[config.mk]
export PLATFORM = sky130hd
export DESIGN_NAME = keypad_scan_multitap
export DESIGN_NICKNAME = d
export VERILOG_FILES = /design/src/design/kpd_pkg.sv /design/src/design/keypad_scan_multitap.sv
export SDC_FILE = /design/constraint.sdc
export NUM_CORES = 1
export LEC_CHECK = 0
export BUFFER_PORTS_ARGS = -buffer_cell sky130_fd_sc_hd__buf_2
export CELL_PAD_IN_SITES_DETAIL_PLACEMENT = 1
export CELL_PAD_IN_SITES_GLOBAL_PLACEMENT = 1
export CORE_ASPECT_RATIO = 2
export CORE_UTILIZATION = 40
export CTS_CLUSTER_DIAMETER = 50
export DETAILED_ROUTE_END_ITERATION = 8
export GPL_ROUTABILITY_DRIVEN = 1
export PLACE_DENSITY_LB_ADDON = 0.08
export SYNTH_ARGS = -nofsm -noshare
export SYNTH_HDL_FRONTEND = slang
export SYNTH_SLANG_ARGS = --single-unit
[constraint.sdc]
create_clock -name clk -period 11.5 [get_ports clk]
set_input_delay 1.15 -clock clk [delete_from_list [all_inputs] [get_ports clk]]
set_output_delay 1.15 -clock clk [all_outputs]
set_load 0.05 [all_outputs]
[src/design/kpd_pkg.sv]
package kpd_pkg;

  // Keypad geometry and multi-tap limits
  localparam int KEY_COUNT = 16;
  localparam int KEY_W     = $clog2(KEY_COUNT);
  localparam int ROM_TAPS  = 5;
  localparam int TAP_W     = 3;
  localparam int COL_W     = $clog2(ROM_TAPS);

  localparam logic [TAP_W-1:0] TAPS_PER_KEY = 3'd5;
  localparam logic [3:0]       IDLE_PINS    = 4'hF;

  // Configuration register indexes
  localparam logic [1:0] REG_CONFIRM_SAMPLES = 2'd0;
  localparam logic [1:0] REG_HOLD_TIMEOUT    = 2'd1;
  localparam logic [1:0] REG_TAP_WINDOW      = 2'd2;

  // Register reset values
  localparam logic [1:0]  CONFIRM_SAMPLES_RST = 2'd2;
  localparam logic [15:0] HOLD_TIMEOUT_RST    = 16'd500;
  localparam logic [15:0] TAP_WINDOW_RST      = 16'd30;

  // {row, column} code of each key, rows driven low one at a time
  localparam logic [7:0] KEY_CODES [KEY_COUNT] = '{
    8'hE7, 8'hEB, 8'hED, 8'hEE, 8'hD7, 8'hDB, 8'hDD, 8'hDE,
    8'hB7, 8'hBB, 8'hBD, 8'hBE, 8'h77, 8'h7B, 8'h7D, 8'h7E
  };

  // Character per key and tap position (ASCII)
  localparam logic [6:0] CHAR_ROM [KEY_COUNT][ROM_TAPS] = '{
    '{7'h31, 7'h31, 7'h31, 7'h31, 7'h31},  // 1
    '{7'h32, 7'h61, 7'h62, 7'h63, 7'h32},  // 2 a b c
    '{7'h33, 7'h64, 7'h65, 7'h66, 7'h33},  // 3 d e f
    '{7'h24, 7'h24, 7'h24, 7'h24, 7'h24},  // $
    '{7'h34, 7'h67, 7'h68, 7'h69, 7'h34},  // 4 g h i
    '{7'h35, 7'h6A, 7'h6B, 7'h6C, 7'h35},  // 5 j k l
    '{7'h36, 7'h6D, 7'h6E, 7'h6F, 7'h36},  // 6 m n o
    '{7'h25, 7'h25, 7'h25, 7'h25, 7'h25},  // %
    '{7'h37, 7'h70, 7'h71, 7'h72, 7'h73},  // 7 p q r s
    '{7'h38, 7'h74, 7'h75, 7'h76, 7'h38},  // 8 t u v
    '{7'h39, 7'h77, 7'h78, 7'h79, 7'h7A},  // 9 w x y z
    '{7'h26, 7'h26, 7'h26, 7'h26, 7'h26},  // &
    '{7'h2E, 7'h2B, 7'h2D, 7'h2A, 7'h23},  // . + - * #
    '{7'h30, 7'h30, 7'h30, 7'h30, 7'h30},  // 0
    '{7'h40, 7'h40, 7'h40, 7'h40, 7'h40},  // @
    '{7'h5E, 7'h5E, 7'h5E, 7'h5E, 7'h5E}   // ^
  };

  // Map a scan code to its key; an unknown code maps to key 0
  function automatic logic [KEY_W-1:0] key_index(input logic [7:0] code);
    logic [KEY_W-1:0] idx;
    idx = '0;
    for (int i = KEY_COUNT - 1; i >= 0; i--) begin
      if (KEY_CODES[i] == code) idx = KEY_W'(i);
    end
    return idx;
  endfunction

  // Character for a key after a number of taps (taps >= 1), column clamped
  function automatic logic [6:0] char_lookup(input logic [KEY_W-1:0] key,
                                             input logic [TAP_W-1:0] taps);
    logic [COL_W-1:0] col;
    if (taps > TAP_W'(ROM_TAPS)) col = COL_W'(ROM_TAPS - 1);
    else                         col = COL_W'(taps - TAP_W'(1));
    return CHAR_ROM[key][col];
  endfunction

endpackage

[src/design/keypad_scan_multitap.sv]
// Channel   Direction  Handshake            Payload
// --------  ---------  -------------------  ----------------------------------
// in        input      in_valid / in_stall  pin_sample
// out       output     out_valid/out_stall  read_columns, key_valid, key_char
// cfg       input      cfg_valid/cfg_ready  cfg_index, cfg_data
//
// A request is taken in ST_IDLE and its result is loaded into the output
// register from ST_EMIT, where a stalled output makes it wait.
// A tick whose tap window expires adds a pass of the single compare unit
// over the tap counters in ST_SCAN, one counter per cycle, before ST_EMIT.
// in_stall stays high until the result is loaded; a stalled output holds.
// Synchronous reset clears scan state, tap counters and out_valid (not the
// output payload) and restores the register defaults; cfg_ready is always high.
module keypad_scan_multitap (
  input  logic        clk,
  input  logic        rst,
  input  logic        in_valid,
  output logic        in_stall,
  input  logic [3:0]  pin_sample,
  output logic        out_valid,
  input  logic        out_stall,
  output logic        read_columns,
  output logic        key_valid,
  output logic [6:0]  key_char,
  input  logic        cfg_valid,
  output logic        cfg_ready,
  input  logic [1:0]  cfg_index,
  input  logic [15:0] cfg_data
);
  import kpd_pkg::*;

  typedef enum logic [2:0] {
    ST_IDLE = 3'b001,
    ST_SCAN = 3'b010,
    ST_EMIT = 3'b100
  } seq_state_t;

  typedef enum logic [3:0] {
    PH_ROWS    = 4'b0001,
    PH_COLS    = 4'b0010,
    PH_RELEASE = 4'b0100,
    PH_COMMIT  = 4'b1000
  } phase_t;

  // Configuration
  logic [1:0]  confirm_samples;
  logic [15:0] hold_timeout;
  logic [15:0] tap_window;

  // Scan state
  seq_state_t       state;
  phase_t           phase, phase_next;
  logic [1:0]       confirm_count, confirm_count_next;
  logic [7:0]       key_code, key_code_next;
  logic [15:0]      hold_ticks, hold_ticks_next, hold_inc;
  logic [15:0]      window_ticks, window_ticks_next, window_load;
  logic [TAP_W-1:0] tap_counts [KEY_COUNT];

  // Scan pass over the tap counters
  logic [KEY_W-1:0] scan_idx;
  logic [KEY_W-1:0] rd_addr;
  logic [TAP_W-1:0] tap_rd;
  logic [1:0]       nz_count, nz_count_next;
  logic [KEY_W-1:0] found, found_next;
  logic [TAP_W-1:0] found_taps, found_taps_next;
  logic             scan_last;

  // Pending result
  logic       res_columns;
  logic       res_valid;
  logic [6:0] res_char;

  logic accept, commit, decide, out_load, tap_any;

  assign accept    = in_valid && !in_stall;
  assign in_stall  = (state != ST_IDLE);
  assign cfg_ready = 1'b1;
  assign commit    = (phase == PH_COMMIT);
  assign scan_last = (scan_idx == KEY_W'(KEY_COUNT - 1));
  assign out_load  = (state == ST_EMIT) && (!out_valid || !out_stall);

  // One read port into the tap counters: pressed key on a tick, sweep on a scan
  assign rd_addr = (state == ST_SCAN) ? scan_idx : key_index(key_code);
  assign tap_rd  = tap_counts[rd_addr];

  // Phase logic of one tick
  always_comb begin
    hold_inc           = (&hold_ticks) ? hold_ticks : hold_ticks + 16'd1;
    phase_next         = phase;
    confirm_count_next = confirm_count;
    key_code_next      = key_code;
    hold_ticks_next    = hold_inc;
    case (phase)
      PH_ROWS: begin
        if (pin_sample != IDLE_PINS) begin
          if (confirm_count != 2'd3) confirm_count_next = confirm_count + 2'd1;
          if (confirm_count_next >= confirm_samples) begin
            key_code_next = {pin_sample, 4'h0};
            phase_next    = PH_COLS;
          end
        end else begin
          confirm_count_next = 2'd0;
          hold_ticks_next    = 16'd0;
        end
      end
      PH_COLS: begin
        if (pin_sample != IDLE_PINS) begin
          key_code_next = key_code | {4'h0, pin_sample};
          phase_next    = PH_RELEASE;
        end else if (hold_inc > hold_timeout) begin
          hold_ticks_next = 16'd0;
          phase_next      = PH_ROWS;
        end
      end
      PH_RELEASE: begin
        if (pin_sample == IDLE_PINS) phase_next = PH_COMMIT;
      end
      PH_COMMIT: begin
        key_code_next   = 8'h00;
        hold_ticks_next = 16'd0;
        phase_next      = PH_ROWS;
      end
      default: begin
        phase_next = PH_ROWS;
      end
    endcase
  end

  // Tap window: loaded on commit, then counted down in the same tick
  always_comb begin
    window_load       = commit ? tap_window : window_ticks;
    window_ticks_next = (window_load != 16'd0) ? window_load - 16'd1 : window_load;
    decide            = (window_load == 16'd1);
  end

  // Shared compare unit of the sweep
  always_comb begin
    nz_count_next   = nz_count;
    found_next      = found;
    found_taps_next = found_taps;
    if (tap_rd != '0) begin
      found_next      = scan_idx;
      found_taps_next = tap_rd;
      if (nz_count != 2'd2) nz_count_next = nz_count + 2'd1;
    end
  end

  // Configuration writes
  always_ff @(posedge clk) begin
    if (rst) begin
      confirm_samples <= CONFIRM_SAMPLES_RST;
      hold_timeout    <= HOLD_TIMEOUT_RST;
      tap_window      <= TAP_WINDOW_RST;
    end else if (cfg_valid && cfg_ready) begin
      case (cfg_index)
        REG_CONFIRM_SAMPLES: confirm_samples <= cfg_data[1:0];
        REG_HOLD_TIMEOUT:    hold_timeout    <= cfg_data;
        REG_TAP_WINDOW:      tap_window      <= cfg_data;
        default: ;
      endcase
    end
  end

  // Sequencer, scan state and tap counters
  always_ff @(posedge clk) begin
    if (rst) begin
      state         <= ST_IDLE;
      phase         <= PH_ROWS;
      confirm_count <= 2'd0;
      key_code      <= 8'h00;
      hold_ticks    <= 16'd0;
      window_ticks  <= 16'd0;
      scan_idx      <= '0;
      nz_count      <= 2'd0;
      found         <= '0;
      found_taps    <= '0;
      res_columns   <= 1'b0;
      res_valid     <= 1'b0;
      res_char      <= 7'h00;
      for (int i = 0; i < KEY_COUNT; i++) tap_counts[i] <= '0;
    end else begin
      case (state)
        ST_IDLE: begin
          if (accept) begin
            phase         <= phase_next;
            confirm_count <= confirm_count_next;
            key_code      <= key_code_next;
            hold_ticks    <= hold_ticks_next;
            window_ticks  <= window_ticks_next;
            res_columns   <= (phase_next == PH_COLS) || (phase_next == PH_RELEASE);
            res_valid     <= 1'b0;
            res_char      <= 7'h00;
            if (commit && (tap_rd < TAPS_PER_KEY)) begin
              tap_counts[rd_addr] <= tap_rd + TAP_W'(1);
            end
            if (decide) begin
              state    <= ST_SCAN;
              scan_idx <= '0;
              nz_count <= 2'd0;
              found    <= '0;
            end else begin
              state <= ST_EMIT;
            end
          end
        end
        ST_SCAN: begin
          nz_count   <= nz_count_next;
          found      <= found_next;
          found_taps <= found_taps_next;
          scan_idx   <= scan_idx + KEY_W'(1);
          if (scan_last) begin
            // one key with taps gives a character; every counter ends at zero
            res_valid <= (nz_count_next == 2'd1);
            res_char  <= (nz_count_next == 2'd1) ?
                         char_lookup(found_next, found_taps_next) : 7'h00;
            for (int i = 0; i < KEY_COUNT; i++) tap_counts[i] <= '0;
            state <= ST_EMIT;
          end
        end
        ST_EMIT: begin
          if (out_load) state <= ST_IDLE;
        end
        default: begin
          state <= ST_IDLE;
        end
      endcase
    end
  end

  // Output register
  always_ff @(posedge clk) begin
    if (rst) begin
      out_valid <= 1'b0;
    end else if (out_load) begin
      out_valid <= 1'b1;
    end else if (!out_stall) begin
      out_valid <= 1'b0;
    end
  end

  always_ff @(posedge clk) begin
    if (out_load) begin
      read_columns <= res_columns;
      key_valid    <= res_valid;
      key_char     <= res_char;
    end
  end

  // Checks
  always_comb begin
    tap_any = 1'b0;
    for (int i = 0; i < KEY_COUNT; i++) tap_any = tap_any | (tap_counts[i] != '0);
  end

  a_scan_clears: assert property (@(posedge clk) disable iff (rst)
    (state == ST_SCAN) && scan_last |=> !tap_any)
    else $error("tap counters not cleared after a decision");

  a_scan_start: assert property (@(posedge clk) disable iff (rst)
    $rose(state == ST_SCAN) |-> (scan_idx == '0) && (nz_count == 2'd0))
    else $error("sweep did not start from the first counter");

  a_char_zero: assert property (@(posedge clk) disable iff (rst)
    out_valid && !key_valid |-> (key_char == 7'h00))
    else $error("character shown without a decision");

  a_char_set: assert property (@(posedge clk) disable iff (rst)
    out_valid && key_valid |-> (key_char != 7'h00))
    else $error("decided character inconsistent");

  a_sweep_no_accept: assert property (@(posedge clk) disable iff (rst)
    (state == ST_SCAN) |=> (state == ST_SCAN) || (state == ST_EMIT))
    else $error("sweep left early");

endmodule

# --- Word level (Yosys, flattened, before mapping) ---
# Memory sizes are Yosys's and may differ from the RTL's.
# Cells that the tools add are included.
op_classes:
  add_sub_neg: 7
  n_lt_le_gt_ge: 6
  n_eq_ne: 43
  muxes: 102
  bitwise: 19
  n_reduce_logical: 24
op_table:
  columns: ["op", "n"]
  rows:
  - ["$mux W4", 26]
  - ["$eq A8 B8 Y1 const A", 12]
  - ["$mux W16", 6]
  - ["$mux W3", 26]
  - ["$mux W35", 2]
  - ["$pmux W16 S3", 1]
  - ["$mux W7", 5]
  - ["$eq A7 B8 Y1 const A", 4]
  - ["$mux W8", 3]
  - ["$pmux W8 S3", 1]
  - ["$bmux W7 S3", 1]
  - ["$ne A2 B2 Y1 const B", 9]
  - ["$add A16 B1 Y16 const B", 1]
  - ["$eq A16 B1 Y1 const B", 1]
  - ["$gt A16 B16 Y1", 1]
  - ["$mux W1", 16]
  - ["$mux W2", 8]
  - ["$or A1 B1 Y1", 16]
  - ["$pmux W4 S2", 2]
  - ["$reduce_and A16 Y1", 1]
  - ["$reduce_bool A16 Y1", 1]
  - ["$sub A16 B1 Y16 const B", 1]
  - ["$pmux W7 S2", 1]
  - ["$eq A4 B4 Y1 const B", 3]
  - ["37 further kinds", 53]
word_totals:
  regBits: 115
  ramBits: 48
  romBits: 560
  in_bits: 27
  out_inout_bits: 12
  wordCells: 223
  n_memories: 2
mem_list:
  columns: ["name", "depth", "width", "read_ports", "rd_ports_with_merged_regs", "write_ports", "line_no", "rtl"]
  rows:
  - ["(no name shown)", 16, 35, 1, 0, 0, "kpd_pkg.sv:65", "return CHAR_ROM[key][col];"]
  - ["tap_counts", 16, 3, 1, 0, 16, "keypad_scan_multitap.sv:57", "logic [TAP_W-1:0] tap_counts [KEY_COUNT];"]

# --- Longest topological paths before layout ---
# Gate-level depths: netlist of the first run.
# An unclocked memory read counts as a cell.
depth:
  ltp_word: 33
  ltp_mapped: 26

# --- Worst setup path before layout of the first run ---
# Ideal clock, no wire load.
synth_timing:
  path_kind: "reg-to-reg"
  from: "register hold_ticks[3]"
  to: "register hold_ticks[11]"
  setup_ns: 0.077
  arrival_time_ns: 4.742
  required_time_ns: 11.423
  path_slack_ns: 6.682
  stages_incl_launch_ff: 24
  n_path_buf: 3
  cell_sequence: "dfxtp_1 clkbuf_1 and3_1 and3_1 and3_1 and4_1 and3_1 nand4_1 and3_1 clkbuf_1 nor2_1 ha_1 o21a_1 o21a_1 o21a_1 o21a_1 o21a_1 o21a_1 o21ai_0 a21boi_0 o311ai_0 clkbuf_1 a31oi_1 o22ai_1"
synth_between:
  elab_chain_cells: 6
synth_rtl:
  columns: ["element", "line_no", "rtl"]
  rows:
  - ["start: declaration", "keypad_scan_multitap.sv:55", "logic [15:0] hold_ticks, hold_ticks_next, hold_inc;"]
  - ["start signal: assignment", "keypad_scan_multitap.sv:188", "hold_ticks <= hold_ticks_next;"]
  - ["$add A16 B1 Y16 or $reduce_and A16 Y1 (tied branches)", "keypad_scan_multitap.sv:88", "hold_inc = (&hold_ticks) ? hold_ticks : hold_ticks + 16'd1;"]
  - ["$mux W16 (*)", "keypad_scan_multitap.sv:88", null]
  - ["$gt A16 B16 Y1", "keypad_scan_multitap.sv:110", "end else if (hold_inc > hold_timeout) begin"]
  - ["$mux W16", "keypad_scan_multitap.sv:110", null]
  - ["$mux W16", "keypad_scan_multitap.sv:107", "if (pin_sample != IDLE_PINS) begin"]
  - ["$pmux W16 S3 (*)", "keypad_scan_multitap.sv:93", "case (phase)"]
# Every way passes the cells marked *; elsewhere a longest branch is shown, timed or not.
# A chain may end at the register's enable or synchronous reset.

# --- Worst setup path in the final report of the first run ---
layout_timing:
  from: "register state[2]"
  to: "register res_char[1]"
layout_between:
  elab_chain_cells: 17
layout_rtl:
  columns: ["element", "line_no", "rtl"]
  rows:
  - ["start: declaration", "keypad_scan_multitap.sv:51", "seq_state_t state;"]
  - ["start signal: assignment", "keypad_scan_multitap.sv:167", "state <= ST_IDLE;"]
  - ["start signal: assignment", "keypad_scan_multitap.sv:197", "state <= ST_SCAN;"]
  - ["start signal: assignment", "keypad_scan_multitap.sv:202", "state <= ST_EMIT;"]
  - ["$eq A3 B2 Y1", "keypad_scan_multitap.sv:83, keypad_scan_multitap.sv:182", null]
  - ["$mux W4", "keypad_scan_multitap.sv:83", "assign rd_addr = (state == ST_SCAN) ? scan_idx : key_index(key_code);"]
  - ["$mem_v2 Z16 W3", null, null]
  - ["$reduce_bool A3 Y1", "keypad_scan_multitap.sv:141", "if (tap_rd != '0) begin"]
  - ["$mux W3", "keypad_scan_multitap.sv:141", null]
  - ["$sub A3 B1 Y3 or $gt A3 B3 Y1 (tied branches)", "kpd_pkg.sv:64, kpd_pkg.sv:63", null]
  - ["$mux W3", "kpd_pkg.sv:63", "if (taps > TAP_W'(ROM_TAPS)) col = COL_W'(ROM_TAPS - 1);"]
  - ["$mux W3", "keypad_scan_multitap.sv:211", "if (scan_last) begin"]
  - ["$mux W3", "keypad_scan_multitap.sv:182", "case (state)"]
  - ["$mux W3", "keypad_scan_multitap.sv:166", "if (rst) begin"]
  - ["$not A3 Y4 (implied by the code)", "kpd_pkg.sv:65", null]
  - ["$bmux W7 S3", "kpd_pkg.sv:65", null]
  - ["$mux W7 (implied by the code) (2 in a row)", "kpd_pkg.sv:65", null]
  - ["$mux W7", "keypad_scan_multitap.sv:214", "res_char <= (nz_count_next == 2'd1) ?"]
  - ["$mux W7", "keypad_scan_multitap.sv:211", null]
  - ["$pmux W7 S2", "keypad_scan_multitap.sv:182", null]
  - ["end signal: assignment", "keypad_scan_multitap.sv:214", null]
  - ["end: declaration", "keypad_scan_multitap.sv:71", "logic [6:0] res_char;"]
# Parallel ways exist; a longest one is shown, timed or not. The select of a mux whose other input is x is not followed.

==> metrics.json, run 1 <==
{
  "status": "finished with violations",
  "violations": "design-rule violations",
  "place.gp.congestion": 0.914,
  "cts.repair.resized": 0,
  "detail_route.vias_per_cell": 5.90,
  "final-setup-viol-count": 0,
  "worst_r2r_endpoint": "res_char[1]$_SDFFE_PP0P_",
  "worst_setup_path_startpoint": "state[2]$_SDFFE_PP0P_",
  "synth-simple-area-share_pct": 25.6,
  "cp_max_fo": 23,
  "clock_insertion_delay_worst_skew_ns": 0.46,
  "worst_ir_drop_vdd_mv": 0.103,
  "async_reset_ff_share_pct": 0,
  "htree_num_levels": 4,
  "worstHoldStart": "res_char[3]$_SDFFE_PP0P_",
  "overall_die_area_sq_um": 24800,
  "max_clock_freq_mhz": 163,
  "clock_tree.root_cell": "clkbuf_16",
  "path_class": "reg -> reg",
  "grt_util_met2_pct": 54.2,
  "grt_start_max_net_pins": 71,
  "synth_compound_gate_area_share_pct": 20.7,
  "timing.setup.tns_ns": 0,
  "arrival_ns": 6.49,
  "synth.ff_latch_count": 163,
  "reg2regPathDepth": 20,
  "timing_hold_violations_final": 0,
  "powerDensity_nw_per_um2": 159,
  "rrSetupSlack_ns": 5.38,
  "cts.path.max_buffers": 2,
  "synth_top_flop_cell": "dfxtp_1",
  "post_synth_fa_ha_maj_area_fraction_pct": 4.28,
  "fillers": 2859,
  "worst_hold_path_endpoint": "key_char[3]$_DFFE_PP_",
  "hold_depth": 0,
  "worst-slew-pin-transition_ns": 1.19,
  "synth_top_family_by_area": "simple AND/OR/NAND/NOR gates",
  "synth_top_cell_area_share_pct": 22.0,
  "globalRouteMet1Util_pct": 23.0,
  "postSynthAreaPerCell_sq_um": 8.37,
  "clkSinkCount": 163,
  "timing.critical_path.to_type": "flip-flop",
  "dr_total_vias": 8578,
  "die_height_microns": 222,
  "crit_path_start_kind": "flip-flop",
  "via_count_of_the_first_global_routing_pass": 9092,
  "syn-cell-area_sq_um": 9650,
  "seq_area_frac_synth_pct": 39.7,
  "cts_hold_buf": 0,
  "rows": 80,
  "number_of_nets_with_antenna_violations_after_routing": 0,
  "final.min_clock_period_ns": 6.12,
  "edff_count_synth": 57,
  "timing.clock.skew_ns": 0.0129,
  "busiest_layer": "met2",
  "routed_wl_microns": 31600,
  "path_clk_slew_ns": 0.07,
  "yosys.area_share.xor_xnor_pct": 1.82,
  "grt_util_met3_pct": 4.05,
  "synth.area.mux_share_pct": 3.06,
  "synth.largest_area_cell": "dfxtp_1",
  "max_cap_violations": 0,
  "antenna-diode-count": 0,
  "period_share_pct": 53.2,
  "synth.top_cells.by_area": "dfxtp_1, edfxtp_1, nand2_1",
  "globalRouteTotalUtil_pct": 26.7,
  "worstReg2RegStart": "state[2]$_SDFFE_PP0P_",
  "global_route_wire_length_before_repair_microns": 49800,
  "fin_worst_hold_slack_ns": 0.433,
  "worstHoldPathType": "reg -> reg",
  "synth.lib_cells_used.distinct": 84,
  "maxSlewHeadroom_pct": 20.5,
  "port_buffers": 37,
  "dr.first_iter.drc_count": 341,
  "detail_route.drc_violations": 3,
  "start_util_pct": 40.7,
  "horizontal_die_dimension_microns": 112,
  "data_required_time_at_the_worst_endpoint_ns": 11.87,
  "wire_per_inst_microns": 21.7,
  "floorplan.core_area_sq_um": 23700,
  "cts_inserted_buffers": 17,
  "drive_gt1_share_pct": 10.3,
  "layout-area-overhead-vs-synth_pct": 9.49,
  "final_area_sq_um": 10600,
  "slew_viol_final": 0,
  "design.final.nets": 1214,
  "postSynthCellCount": 1153,
  "total_nets_after_synthesis": 1213,
  "antenna_found_initial": 0,
  "netlist_top_cells_count": "nand2_1, nor2_1, dfxtp_1, a21oi_1, edfxtp_1",
  "postCtsSetupRepairBufs": 0,
  "num_io_pins": 39,
  "dp_hpwl_microns": 24300,
  "synth.most_common_cell": "nand2_1",
  "global_route.overflow_total": 0,
  "ys.warnings.count": 0,
  "cts_tree": "done",
  "rsz0062_at_grt": "no",
  "area_post_placement_sq_um": 9970,
  "leakagePower_nw": 3.97,
  "first_pass_iters": 6
}
-- critical path, stage by stage (launching register included) --
cell and delay [ns]:
dfxtp_1 0.39, nand2b_1 0.16, nor2_1 0.05, buf_4 0.21, nand2_1 0.45, nand2_2 0.43
a211oi_1 0.41, a311oi_1 0.15, nor4_4 0.55, ha_1 0.52, inv_1 0.23, nor3_4 0.57
nand2_1 0.11, nand2_1 0.26, ha_1 0.40, inv_1 0.19, a21oi_1 0.11, o21ba_2 0.26
o31ai_1 0.23, nand4_1 0.10, a311oi_1 0.25
-- area by class of cell --
class / instances / area, sq um / share of cell area [%]
clock buffers: 20 / 468 / 4.43
multi-input cells: 885 / 5360 / 50.8
flip-flops and latches: 163 / 3830 / 36.3
repair buffers: 48 / 270 / 2.56
well taps: 287 / 359 / 3.40
inverters: 39 / 146 / 1.39
clock inverters: 12 / 125 / 1.18
-- layout by cell type, fill, tap and decap left out, types with 8 or more instances in the layout --
| master | synthesis | routed |
|---|---|---|
| nand2_1 | 180 | 180 |
| nor2_1 | 155 | 155 |
| dfxtp_1 | 106 | 106 |
| a21oi_1 | 74 | 74 |
| edfxtp_1 | 57 | 57 |
| inv_1 | 38 | 38 |
| buf_2 | 8 | 36 |
| o21ai_0 | 33 | 33 |
| ha_1 | 33 | 33 |
| and3_1 | 31 | 31 |
| nor3_1 | 27 | 27 |
| mux2i_1 | 25 | 25 |
| a211oi_1 | 23 | 23 |
| nand3_1 | 22 | 22 |
| a31oi_1 | 18 | 18 |
| clkbuf_16 | 0 | 18 |
| nand4_1 | 16 | 16 |
| nand2b_1 | 14 | 14 |
| a22oi_1 | 14 | 14 |
| nand3b_1 | 13 | 13 |
| buf_4 | 3 | 12 |
| xor2_1 | 11 | 11 |
| o21a_1 | 11 | 11 |
| xnor2_1 | 9 | 9 |
| a211o_1 | 9 | 9 |
| or3_1 | 9 | 9 |
| o22ai_1 | 8 | 8 |
| and2_1 | 8 | 8 |
| a311oi_1 | 8 | 8 |
| nor2b_1 | 8 | 8 |
| a32oi_1 | 8 | 8 |
| o31ai_1 | 8 | 8 |
| o211ai_1 | 8 | 8 |
-- kinds of logic (layout without fill, tap and decap cells) --
family                     count (synthesis)  count (layout)
other                                      1               1
adders and majority gates                 33              33
xor gates and xnor gates                  20              20
muxes                                     29              29
DFF                                      163             163
buffers and inverters                    105             119
and+or+nand+nor                          520             520
AOI/OAI and AO/OA                        282             282
-- flip-flops by register name, indices dropped and copies added, names as in the netlist, 7 cells and up --
name and count:
res_char 7, key_code 8, key_char 7, window_ticks 16, hold_ticks 16, tap_counts 48, hold_timeout 16, tap_window 16
-- power by group --
| group | leakage (nW) | switching, mW | internal, mW |
|---|---|---|---|
| combinational | 2.27 | 0.261 | 0.148 |
| clock | 0.291 | 0.248 | 0.338 |
| sequential | 1.41 | 0.0433 | 0.639 |
-- routing by layer --
layer,vias to the layer above,wire (microns)
li1,4156,-
met1,4171,10400
met2,157,18400
met3,94,668
met4,0,2110
met5,-,0
-- worst max path at each step --
stage / endpoint / slack (ns) / depth (start not counted)
floorplan: hold_ticks[11]$_SDFFE_PP0P_ / 6.68 / 23
global placement: res_char[1]$_SDFFE_PP0P_ / 5.66 / 20
detailed placement: res_char[1]$_SDFFE_PP0P_ / 5.55 / 20
CTS: res_char[1]$_SDFFE_PP0P_ / 5.43 / 20
global route: res_char[1]$_SDFFE_PP0P_ / 4.88 / 20
finish: res_char[1]$_SDFFE_PP0P_ / 5.38 / 20
-- per-stage QoR --
| step | worst slack [ns] | power (mW) | std cells | utilization [%] |
|---|---|---|---|---|
| 2_1_floorplan | 6.68 | 0.987 | 1153 | - |
| 5_1_grt | 4.88 | 1.77 | 1454 | 44.5 |
| 3_5_place_dp | 5.55 | 1.11 | 1422 | 42.0 |
| 6_report | 5.38 | 1.68 | 1454 | 44.5 |
| 4_1_cts | 5.43 | 1.70 | 1454 | 44.5 |
| 3_3_place_gp | 5.66 | 1.10 | 1422 | 42.0 |
(Power assumes the default switching activity.)
==> inputs of run 2 (changes only) <==
--- a/config.mk
+++ b/config.mk
@@ -5,6 +5,7 @@
 export SDC_FILE = /design/constraint.sdc
 export NUM_CORES = 1
 export LEC_CHECK = 0
+export ABC_AREA = 1
 export BUFFER_PORTS_ARGS = -buffer_cell sky130_fd_sc_hd__buf_2
 export CELL_PAD_IN_SITES_DETAIL_PLACEMENT = 1
 export CELL_PAD_IN_SITES_GLOBAL_PLACEMENT = 1
==> constraint.sdc (replaced) <==
create_clock -name clk -period 5.55 [get_ports clk]
set_input_delay 0.555 -clock clk [delete_from_list [all_inputs] [get_ports clk]]
set_output_delay 0.555 -clock clk [all_outputs]
set_load 0.05 [all_outputs]
==> metrics.json, run 2 <==
{
  "fillers": 2848,
  "worst_path_max_delay_cell": "o21ai_0",
  "max_clock_freq_mhz": 213,
  "clock_tree.root_cell": "clkbuf_16",
  "worstReg2RegStart": "state[0]$_SDFFE_PP1P_",
  "ys.warnings.count": 0,
  "via_count_of_the_first_global_routing_pass": 8698,
  "rrSetupSlack_ns": 0.85,
  "worst-slew-pin-transition_ns": 1.01,
  "worstHoldPathType": "in -> reg",
  "detail_route.drc_violations": 0,
  "place.gp.congestion": 0.877,
  "max_cap_violations": 0,
  "synth.top_cells.by_area": "dfxtp_1, edfxtp_1, nand2_1",
  "drive_gt1_share_pct": 12.0,
  "horizontal_die_dimension_microns": 109,
  "start_util_pct": 40.6,
  "period_share_pct": 84.6,
  "antenna-diode-count": 0,
  "dp_hpwl_microns": 21600,
  "clkSinkCount": 163,
  "mostFrequentLayoutCell": "nand2_1",
  "switchingPower_mw": 1.38,
  "timing.clock.skew_ns": 0.00707,
  "grt_start_max_net_pins": 62,
  "crit_path_start_kind": "flip-flop",
  "final-instance-count-excl-fill": 1549,
  "timing.setup.tns_ns": 0,
  "wl_met3_microns": 442,
  "worst_r2r_endpoint": "res_char[1]$_SDFFE_PP0P_",
  "number_of_nets_with_antenna_violations_after_routing": 0,
  "overall_die_area_sq_um": 23600,
  "power.clock.fraction_pct": 33.2,
  "sequential_power_share_pct": 37.6,
  "wire_per_inst_microns": 18.1,
  "instance_count_on_the_critical_path": 25,
  "global_route.overflow_total": 0,
  "dr_total_vias": 8179,
  "data_required_time_at_the_worst_endpoint_ns": 5.86,
  "layout-area-overhead-vs-synth_pct": 10.8,
  "internal_power_mw": 2.44,
  "top_routing_layer_in_use": "met4",
  "crit_buf_inv": 4,
  "arrival_ns": 5.00,
  "postCtsSetupRepairBufs": 0,
  "maxSlewHeadroom_pct": 32.9,
  "num_io_pins": 39,
  "synth.area.mux_share_pct": 0.436,
  "floorplan.core_area_sq_um": 22600,
  "worst_path_largest_cell_delay_ns": 0.47,
  "combinational_power_share_pct": 29.3,
  "synth.most_common_cell": "nand2_1",
  "synth_top_flop_cell": "dfxtp_1",
  "cts.path.max_buffers": 2,
  "cpMostUsedCell": "nand2_1",
  "rows": 78,
  "critical_path.top_delay_family": "simple AND/OR/NAND/NOR gates",
  "power.share.switching_pct": 36.1,
  "postSynthCellCount": 1235,
  "seq_area_frac_synth_pct": 41.7,
  "cts.repair.resized": 0,
  "synth_compound_gate_area_share_pct": 12.5,
  "routed_wl_microns": 28000,
  "synth_top_cell_area_share_pct": 23.1,
  "worstHoldStart": "cfg_data[2]",
  "path_clk_slew_ns": 0.07,
  "timing.critical_path.to_type": "flip-flop",
  "cts_tree": "done",
  "htree_num_levels": 4,
  "wirelength_met1_microns": 9960,
  "cts_inserted_buffers": 17,
  "path_class": "reg -> reg",
  "post_synth_fa_ha_maj_area_fraction_pct": 4.49,
  "synth.lib_cells_used.distinct": 55,
  "cp_max_fo": 24,
  "final_cell_mix": "nand2_1, inv_1, nor2_1",
  "status": "completed",
  "design.final.nets": 1316,
  "dp.cells": 1517,
  "timing_hold_violations_final": 0,
  "layout_setup_ws_ns": 0.853,
  "netlist_top_cells_count": "nand2_1, inv_1, nor2_1, dfxtp_1, a21oi_1",
  "slew_viol_final": 0,
  "synth-simple-area-share_pct": 29.7,
  "synth.ff_latch_count": 163,
  "leakagePower_nw": 4.45,
  "antenna_found_initial": 0,
  "postSynthAreaPerCell_sq_um": 7.44,
  "met2_wirelength_microns": 16700,
  "reg2regPathDepth": 25,
  "hold_depth": 3,
  "worst_hold_path_endpoint": "tap_window[2]$_SDFFE_PP1P_",
  "rsz0062_at_grt": "no",
  "dp_worst_setup_slack_ns": 0.961,
  "first_pass_iters": 4,
  "synth.largest_area_cell": "dfxtp_1",
  "clock_insertion_delay_worst_skew_ns": 0.45,
  "final.min_clock_period_ns": 4.70,
  "yosys.area_share.xor_xnor_pct": 2.67,
  "die_height_microns": 216,
  "syn-cell-area_sq_um": 9190,
  "final-setup-viol-count": 0,
  "powerDensity_nw_per_um2": 375,
  "synth_top_family_by_area": "simple AND/OR/NAND/NOR gates",
  "largest_register": "tap_counts",
  "dr.first_iter.drc_count": 274,
  "edff_count_synth": 57,
  "global_route_wire_length_before_repair_microns": 45000,
  "detail_route.vias_per_cell": 5.28,
  "port_buffers": 37,
  "total_nets_after_synthesis": 1295,
  "largest_reg_flops": 48,
  "globalRouteTotalUtil_pct": 25.4,
  "cts_hold_buf": 0,
  "worst_ir_drop_vdd_mv": 0.336,
  "async_reset_ff_share_pct": 0
}
[run 2: cell count changes after synthesis, sizes merged, moves of 14 or more]
cell    delta
a21oi     +30
inv       +96
a31oi     -16
nand2b    -14
nand2    +162
and3      -33
o21ai     +39
mux2i     -21
nor2      -32
clkbuf    -19
nand3     +59
a211oi    -23
[run 2: worst max path at each step]
stage                                       end  slack, ns                        from
CTS                    res_char[1]$_SDFFE_PP0P_       0.92       state[0]$_SDFFE_PP1P_
finish                 res_char[1]$_SDFFE_PP0P_       0.85       state[0]$_SDFFE_PP1P_
global route           res_char[1]$_SDFFE_PP0P_       0.53       state[0]$_SDFFE_PP1P_
global placement       res_char[1]$_SDFFE_PP0P_       1.14       state[0]$_SDFFE_PP1P_
floorplan           hold_ticks[10]$_SDFFE_PP0P_       1.80  hold_ticks[0]$_SDFFE_PP0P_
detailed placement     res_char[1]$_SDFFE_PP0P_       0.96       state[0]$_SDFFE_PP1P_
[run 2: power groups by stage]
stage | registers [mW] | clock network, mW | logic [mW]
4_1_cts | 1.44 | 1.30 | 1.14
3_3_place_gp | 1.46 | 0 | 1.11
5_1_grt | 1.45 | 1.34 | 1.26
2_1_floorplan | 1.47 | 0 | 0.825
6_report | 1.44 | 1.27 | 1.12
3_5_place_dp | 1.46 | 0 | 1.13
[run 2: final cells by class]
type | count | area, sq um | area share, %
sequential | 163 | 3830 | 37.6
inverter | 136 | 513 | 5.04
tap | 280 | 350 | 3.44
clock inverter | 15 | 194 | 1.90
multi-input combinational | 890 | 4600 | 45.2
clock buffer | 17 | 425 | 4.18
timing repair buffer | 48 | 268 | 2.63
[run 2: kinds of logic (layout without fill, tap and decap cells)]
logic type               Yosys count  count (layout)
multiplexers                       4               4
flip-flops                       163             163
AO/OA/AOI/OAI                    209             209
adder cells (fa/ha/maj)           33              33
other                              1               1
XOR/XNOR                          28              28
buffers and inverters            182             216
AND/OR/NAND/NOR                  615             615
[run 2: worst min-delay path: stages]
cell and delay, ns:
buf_2 0.10, nand2_1 0.06, nand3_1 0.05
[run 2: through the flow]
stage	util [%]	power (mW)	hold slack (ns)	cell area, sq um
2_1_floorplan	-	2.29	0.409	9190
3_3_place_gp	42.2	2.57	0.412	9560
3_5_place_dp	42.2	2.59	0.422	9560
4_1_cts	45.0	3.87	0.338	10200
5_1_grt	45.0	4.05	0.358	10200
6_report	45.0	3.82	0.352	10200
[run 2: layer usage]
| layer | track usage (%) | vias up |
|---|---|---|
| li1 | - | 4078 |
| met1 | 23.6 | 3957 |
| met2 | 51.9 | 96 |
| met3 | 3.16 | 48 |
| met4 | 11.2 | 0 |
| met5 | 0 | - |
